[src/design/assert_macros.svh]
// Assertion macros shared by the RTL of the minimum corner sine block.
// Needs nothing else; the asserting files take this header by include.
`ifndef ASSERT_MACROS_SVH
`define ASSERT_MACROS_SVH
`ifndef SYNTHESIS
`define QMCSJ_ASSERT(lbl, clk, rst_n, prop, msg) \
    lbl: assert property (@(posedge clk) disable iff (!rst_n) prop) else $error(msg);
`define QMCSJ_ASSERT_ALWAYS(lbl, clk, prop, msg) \
    lbl: assert property (@(posedge clk) prop) else $error(msg);
`else
`define QMCSJ_ASSERT(lbl, clk, rst_n, prop, msg)
`define QMCSJ_ASSERT_ALWAYS(lbl, clk, prop, msg)
`endif
`endif

[src/design/qmcsj_pkg.sv]
// Package for the quad minimum corner sine block: widths, stage counts and types.
// Depends on nothing; every other file but the assertion macro header imports it.
`default_nettype none

package qmcsj_pkg;

    localparam int COORD_W    = 24;
    localparam int SIDE_W     = 25;
    localparam int PROD_W     = 2 * SIDE_W;
    localparam int SUM_W      = PROD_W + 2;
    localparam int LEN_W      = 50;
    localparam int HALF_W     = LEN_W / 2;
    localparam int PP_W       = 2 * HALF_W;
    localparam int WIDE_W     = 2 * LEN_W;
    localparam int QUO_W      = 31;
    localparam int ROOT_W     = 32;
    localparam int SINE_W     = 16;
    localparam int NUM_LANES  = 4;
    localparam int FRONT_STEPS = 5;
    localparam int DIV_STEPS  = QUO_W;
    localparam int SQRT_STEPS = 16;
    localparam int LANE_DEPTH = FRONT_STEPS + DIV_STEPS + SQRT_STEPS;

    localparam logic [SINE_W-1:0] SINE_ONE = 16'h8000;

    typedef logic [COORD_W-1:0]          coord_t;
    typedef logic [2:0][SIDE_W-1:0]      vec_t;
    typedef logic [LEN_W-1:0]            len_t;
    typedef logic [WIDE_W-1:0]           wide_t;
    typedef logic [QUO_W-1:0]            quo_t;
    typedef logic [SINE_W-1:0]           sine_t;

endpackage : qmcsj_pkg

`default_nettype wire

[src/design/qmcsj_merge.sv]
// Merging stage: minimum of the four lane sines, forced to zero for a degenerate quad.
// Depends on qmcsj_pkg.
`default_nettype none

module qmcsj_merge (
    input  wire qmcsj_pkg::sine_t    lane_sine [qmcsj_pkg::NUM_LANES],
    input  wire                      degen,
    output qmcsj_pkg::sine_t         merged
);
    import qmcsj_pkg::*;

    sine_t min01, min23, min_all;

    always_comb
    begin
        min01   = (lane_sine[1] < lane_sine[0]) ? lane_sine[1] : lane_sine[0];
        min23   = (lane_sine[3] < lane_sine[2]) ? lane_sine[3] : lane_sine[2];
        min_all = (min23 < min01) ? min23 : min01;
        merged  = degen ? '0 : min_all;
    end

endmodule : qmcsj_merge

`default_nettype wire

[config.mk]
export PLATFORM = sky130hd
export DESIGN_NAME = qmcsj_merge
export DESIGN_NICKNAME = d
export VERILOG_FILES = /design/src/design/assert_macros.svh /design/src/design/qmcsj_pkg.sv /design/src/design/qmcsj_merge.sv
export SDC_FILE = /design/constraint.sdc
export NUM_CORES = 1
export LEC_CHECK = 0
export ABC_AREA = 1
export BUFFER_PORTS_ARGS = -buffer_cell sky130_fd_sc_hd__buf_2
export CELL_PAD_IN_SITES_DETAIL_PLACEMENT = 1
export CELL_PAD_IN_SITES_GLOBAL_PLACEMENT = 2
export CORE_MARGIN = 10
export CORE_UTILIZATION = 21
export DETAILED_ROUTE_END_ITERATION = 10
export GPL_TIMING_DRIVEN = 0
export PLACE_DENSITY_LB_ADDON = 0.1
export SLEW_MARGIN = 20
export SYNTH_ARGS = -nofsm -noshare
export SYNTH_HDL_FRONTEND = slang
export SYNTH_SLANG_ARGS = --single-unit
[constraint.sdc]
create_clock -name vclk -period 6.85
set_input_delay 2.055 -clock vclk [all_inputs]
set_output_delay 2.055 -clock vclk [all_outputs]
set_load 0.01 [all_outputs]
==> results of run 1 <==
## stage by stage
step	setup WS, ps	std cells
after floorplan	14.1	375
after global placement	-911	567
after detailed placement	-969	567
after CTS	-174	598
after global routing	-319	602
final	-131	602
## final timing paths
path | startpoint | cells after the start | endpoint | slack (ps)
worst max-delay path | lane_sine[63] | 22 | merged[14] | -130
worst min-delay path | degen | 5 | merged[3] | 4550
## critical path, cell delays in order
cell	delay, ps
buf_6	70
inv_4	30
ha_4	260
nand4_1	170
buf_4	190
a21oi_4	130
nor2_4	60
nand2_4	130
buf_8	150
nand2_1	100
o21ai_4	80
inv_2	70
ha_4	260
nand4_1	170
a31oi_4	220
a2111oi_4	50
buf_6	160
clkbuf_16	170
nand3_2	60
nand2_2	50
nor2_2	110
buf_2	150
## cells in the mapped netlist (2+ instances only)
master and instances:
a21oi_1 34, buf_6 3, clkbuf_1 9, ha_1 45, inv_1 97, inv_2 2
nand2_1 93, nand2_2 2, nand3_1 21, nand4_1 2, nor2_1 24, nor3_1 3
o21ai_0 33
## report_power, final
group	switching, W	total (W)	internal, W
Combinational	0.000267	0.000520	0.000253
Sequential	0	0	0
Clock	0	0	0
Total	0.000267	0.000520	0.000253
## logic make-up after synthesis
logic type / Yosys count
simple gates: 146
buf+inv: 112
compound gates: 72
fa+ha+maj: 45
## what timing repair did
item / CTS / global route
setup endpoints to repair: 16 / 16
pin swaps: 67 / 52
gates resized for setup: 194 / 104
gates cloned: 8 / 0
buffers inserted: 24 / 5
## final cells by class
class	instances	area (um^2)	area share (%)
repair buffers	116	826	20.7
plain buffers	13	203	5.07
inverters	99	382	9.55
multi-input cells	263	2450	61.2
well taps	111	139	3.48
## layer usage
metal	routed length, um	vias to the layer above	part of all wire (%)	global-route usage [%]
li1	-	1400	-	-
met1	3730	1285	43	14.1
met2	4600	45	53	23.9
met3	338	2	3.9	1.38
met4	27	0	0.31	0
met5	0	-	0	0
==> results by group, run 1 <==
Timing
  • Part of the cycle the worst path needs: 102%
  • Final Hold Viols: 0
  • Slew @ Worst Pin: around 610 ps
  • Final Max Slew Viols: 0
  • Period minus WS final: 6980 ps
  • Post-Route Setup TNS: -1640 ps
  • Max Fclk: 143 MHz
  • Final worst slack: -131 ps
  • Max-slew headroom: 59.4%
  • WHS: 4550 ps
  • Final Setup Violations: 16
  • RSZ-0062 raised after global routing: yes

Global route
  • First-pass GRT wire length: 13700 um
  • Vias in the first global route: 3028
  • Global route total overflow: 0
  • Largest net degree at the start of global routing: 11
  • Initial antenna violation count: 0
  • Total GRT Usage: 12.0%

Detailed routing
  • DR WL/cell: about 14 um
  • Detailed router's first-iteration violation count: 32
  • DR vias: 2732
  • ANT nets after route: 0
  • Vias/cell: ~4.5
  • Aggregate routed wire length: 8700 um
  • DRC viols: 0
  • DR pass1 iterations: 5

Synth
  • Post-Synthesis Net Count: 485
  • Mapped Area: 1980 um^2
  • Synth top area share: 28.4%
  • Share of synthesized cell area in full adder, half adder and majority cells: 28.4%
  • Area leader, netlist: ha_1
  • Synth Area in XOR/XNOR: 0%
  • Mapped Cells: 375
  • Synth Area in Compound Gates: a little under a fifth
  • Synth warn: 0
  • Simple-gate share of the synthesized area: a little under a third
  • Post-synthesis mux area share: 0%
  • Register area share after synthesis: 0%
  • Syn avg cell area: 5.28 um^2
  • Main combinational cell family by area after synthesis: simple AND/OR/NAND/NOR gates
  • Top cells by area, synth: ha_1 (28%), inv_1 (18%), nand2_1 (18%)
  • Synth unique cells: 20

Min path
  • Hold/Removal Path Class: input pin to output pin

Layout
  • Area Overhead vs Synth: 102%
  • Sequential Area: 0 um^2
  • Share of layout cells above drive strength 1: 58.5%
  • Fill count: ~1200
  • Clkbuf count: 0
  • FFs & Latches: 0
  • Antenna diodes: 0
  • Post-Layout Inst Area: 4000 um^2
  • Final-stage net count: around 600
  • Final Util: 43.4%
  • Most frequent cells in the layout: inv_1 (80), buf_2 (66), nand2_1 (63)
  • Most common cell after layout, fill and taps aside: inv_1

Flow run
  • Total of max-cap violations: 0

Place
  • # port buffers: 81
  • Placed Area: approximately 2500 um^2
  • Gpl congestion: 0.733
  • Post-DP HPWL: 6680 um

Pwr
  • Max VDD drop: 0.0467 mV
  • P_leak: 2.08 nW
  • Pwr/cell area: 130 nW/um^2
  • Pwr Total: a little over 0.0005 W

Die
  • I/O pins: 81
  • Die W: 117 um
  • Starting Density: 21.5%
  • Std cell rows: 35
  • Core ar.: 9200 um^2
  • Die height: 117 um
  • Die area: 13700 um^2

Clocking
  • Hold Buf Count CTS: 0

Critical path
  • Worst Setup End Kind: output pin
  • Startpoint Class: input pin
  • Worst setup path class: input pin to output pin
  • Worst Path Required: 4800 ps
  • Critical path arrival: a little under 5000 ps
  • Crit-path max FO: 8

Run status
  • Failing checks: setup timing
  • Status: finished, violations left
No activity file was read; power rests on OpenSTA's default activity.
==> inputs of run 2 (changes only) <==
--- a/config.mk
+++ b/config.mk
@@ -12,7 +12,6 @@
 export CORE_MARGIN = 10
 export CORE_UTILIZATION = 21
 export DETAILED_ROUTE_END_ITERATION = 10
-export GPL_TIMING_DRIVEN = 0
 export PLACE_DENSITY_LB_ADDON = 0.1
 export SLEW_MARGIN = 20
 export SYNTH_ARGS = -nofsm -noshare
==> results by group, run 2 (synthesis gave the netlist of run 1 again) <==
Run status
  • Status: finished, violations left
  • Failing checks: setup timing

Critical path
  • Critical path arrival: 4980 ps (+50 ps)
  • Worst setup path class: input pin to output pin
  • Worst Setup End Kind: output pin
  • Startpoint Class: input pin
  • Crit-path max FO: 6 (-2)
  • Worst Path Required: 4800 ps (about the same)

Layout
  • Post-Layout Cell Count: 649 (+7.8%)
  • Clkbuf count: 0 (unchanged)
  • Antenna diodes: 0 (unchanged)
  • Most common cell after layout, fill and taps aside: inv_1
  • Most frequent cells in the layout: inv_1 (80), buf_2 (75), nand2_1 (72)
  • FFs & Latches: 0 (unchanged)
  • Final-stage net count: 650 (+7.8%)
  • Share of layout cells above drive strength 1: 58.6% (+0.098 points)
  • Final Util: 46.0% (+2.6 points)
  • Area Overhead vs Synth: 114%
  • Fill count: 1155 (-0.94%)
  • Sequential Area: 0 um^2 (unchanged)

Timing
  • Max-slew headroom: 55.5% (-3.9 points)
  • Final Setup Violations: 16 (unchanged)
  • Final Hold Viols: 0 (unchanged)
  • Period minus WS final: 7030 ps (+52.3 ps)
  • Final worst slack: -184 ps (-52.3 ps)
  • Final Max Slew Viols: 0 (unchanged)
  • Part of the cycle the worst path needs: 103% (+0.76 points)
  • WHS: 4600 ps (+50.4 ps)
  • Post-Route Setup TNS: -2580 ps (-946 ps)
  • Slew @ Worst Pin: 666 ps (+57.8 ps)
  • Max Fclk: 142 MHz (-0.74%)
  • RSZ-0062 raised after global routing: yes

Pwr
  • Max VDD drop: 0.0582 mV (+25%)
  • Clock share of power: 0% (unchanged)
  • Gate power share: 100.0% (about the same)
  • P_leak: 2.25 nW (+8.2%)
  • Pint: 0.000281 W (+11%)
  • P_sw: 0.000279 W (+4.6%)
  • Pwr/cell area: 132 nW/um^2 (+1.9%)
  • Sw Ratio: 49.8% (-1.6 points)
  • Flop pwr share: 0% (unchanged)

Die
  • Core ar.: 9200 um^2 (unchanged)
  • Std cell rows: 35 (unchanged)
  • Starting Density: 21.5% (unchanged)
  • Die area: 13700 um^2 (unchanged)
  • Die W: 117 um (unchanged)
  • Die height: 117 um (unchanged)
  • I/O pins: 81 (unchanged)

Detailed routing
  • DR vias: 2895 (+6.0%)
  • DR WL/cell: 14.0 um (-3.3%)
  • DR pass1 iterations: 4 (-1)
  • Vias/cell: 4.46 (-1.7%)
  • ANT nets after route: 0 (unchanged)
  • Detailed router's first-iteration violation count: 25 (-22%)
  • Aggregate routed wire length: 9070 um (+4.3%)
  • DRC viols: 0 (unchanged)

Place
  • Gpl congestion: 0.757 (+3.2%)
  • # port buffers: 81 (unchanged)
  • Place WS: -328 ps (+641 ps)
  • Post-DP HPWL: 6570 um (-1.7%)
  • Placed Cells: 625 (+10%)

Global route
  • Vias in the first global route: 3195 (+5.5%)
  • Largest net degree at the start of global routing: 17 (+6)
  • Initial antenna violation count: 0 (unchanged)
  • Global route total overflow: 0 (unchanged)
  • Total GRT Usage: 12.4% (+0.39 points)
  • First-pass GRT wire length: 14200 um (+3.8%)

Min path
  • Hold/Removal Path Class: input pin to output pin
  • Hold depth: 6 (+1)
  • Hold EP: merged[9]
  • Hold_sp: lane_sine[57]

Flow run
  • Total of max-cap violations: 0 (unchanged)

Clocking
  • Hold Buf Count CTS: 0 (unchanged)
run 2: cell count changes in the layout (fill, tap and decap cells not counted), sizes merged:
cell and delta:
buf +46, clkbuf -2, nand2 +3
run 2: through the flow:
step           power, W  area (um^2)
2_1_floorplan  0.000183         1980
4_1_cts        0.000468         3770
6_report       0.000561         4230
3_3_place_gp   0.000336         3030
5_1_grt        0.000619         4230
3_5_place_dp   0.000341         3030
run 2: area by class of cell:
cell class | count | area [um^2] | share of cell area [%]
inverters | 99 | 374 | 8.84
well taps | 111 | 139 | 3.28
repair buffers | 173 | 1330 | 31.3
multi-input cells | 266 | 2390 | 56.5
run 2: power groups by stage:
stage | Combinational, W | Sequential (W) | Clock, W
2_1_floorplan | 0.000183 | 0 | 0
3_3_place_gp | 0.000336 | 0 | 0
3_5_place_dp | 0.000341 | 0 | 0
4_1_cts | 0.000468 | 0 | 0
5_1_grt | 0.000619 | 0 | 0
6_report | 0.000561 | 0 | 0
run 2: critical path, stage by stage:
cell and delay (ps):
buf_8 100, inv_4 50, ha_4 200, a21oi_2 110, nor2_1 60, nor3_2 210
nand2_2 100, nand2_2 90, nand2_4 80, buf_6 130, buf_12 120, o21ai_2 140
inv_2 70, ha_4 280, nand2_1 60, inv_2 70, nand3_2 80, a31oi_4 190
a2111oi_4 60, buf_6 150, clkbuf_16 160, nand3_4 80, nand2_2 50, nor2_2 120
buf_2 140
run 2: how the worst max path moves through the flow:
stage                   from    endpoint  slack (ps)  cells past startpoint
2_1_floorplan  lane_sine[59]   merged[0]          10                     20
3_3_place_gp   lane_sine[41]  merged[12]        -320                     19
3_5_place_dp   lane_sine[27]   merged[0]        -330                     19
4_1_cts        lane_sine[37]  merged[15]        -250                     23
5_1_grt        lane_sine[53]   merged[5]        -350                     23
6_report       lane_sine[53]   merged[0]        -180                     25
run 2: routing by layer:
layer,GRT usage (%),share of wire [%],vias to the layer above
li1,-,-,1505
met1,13.9,40,1335
met2,25.8,56,46
met3,1.12,3.4,9
met4,0,0.79,0
met5,0,0,-
run 2: what timing repair did:
| action | CTS | global route |
|---|---|---|
| gates resized for setup | 117 | 95 |
| buffers inserted | 15 | 8 |
| pin swaps | 31 | 64 |
| cloned | 8 | 2 |
| endpoints found under the setup margin | 16 | 16 |
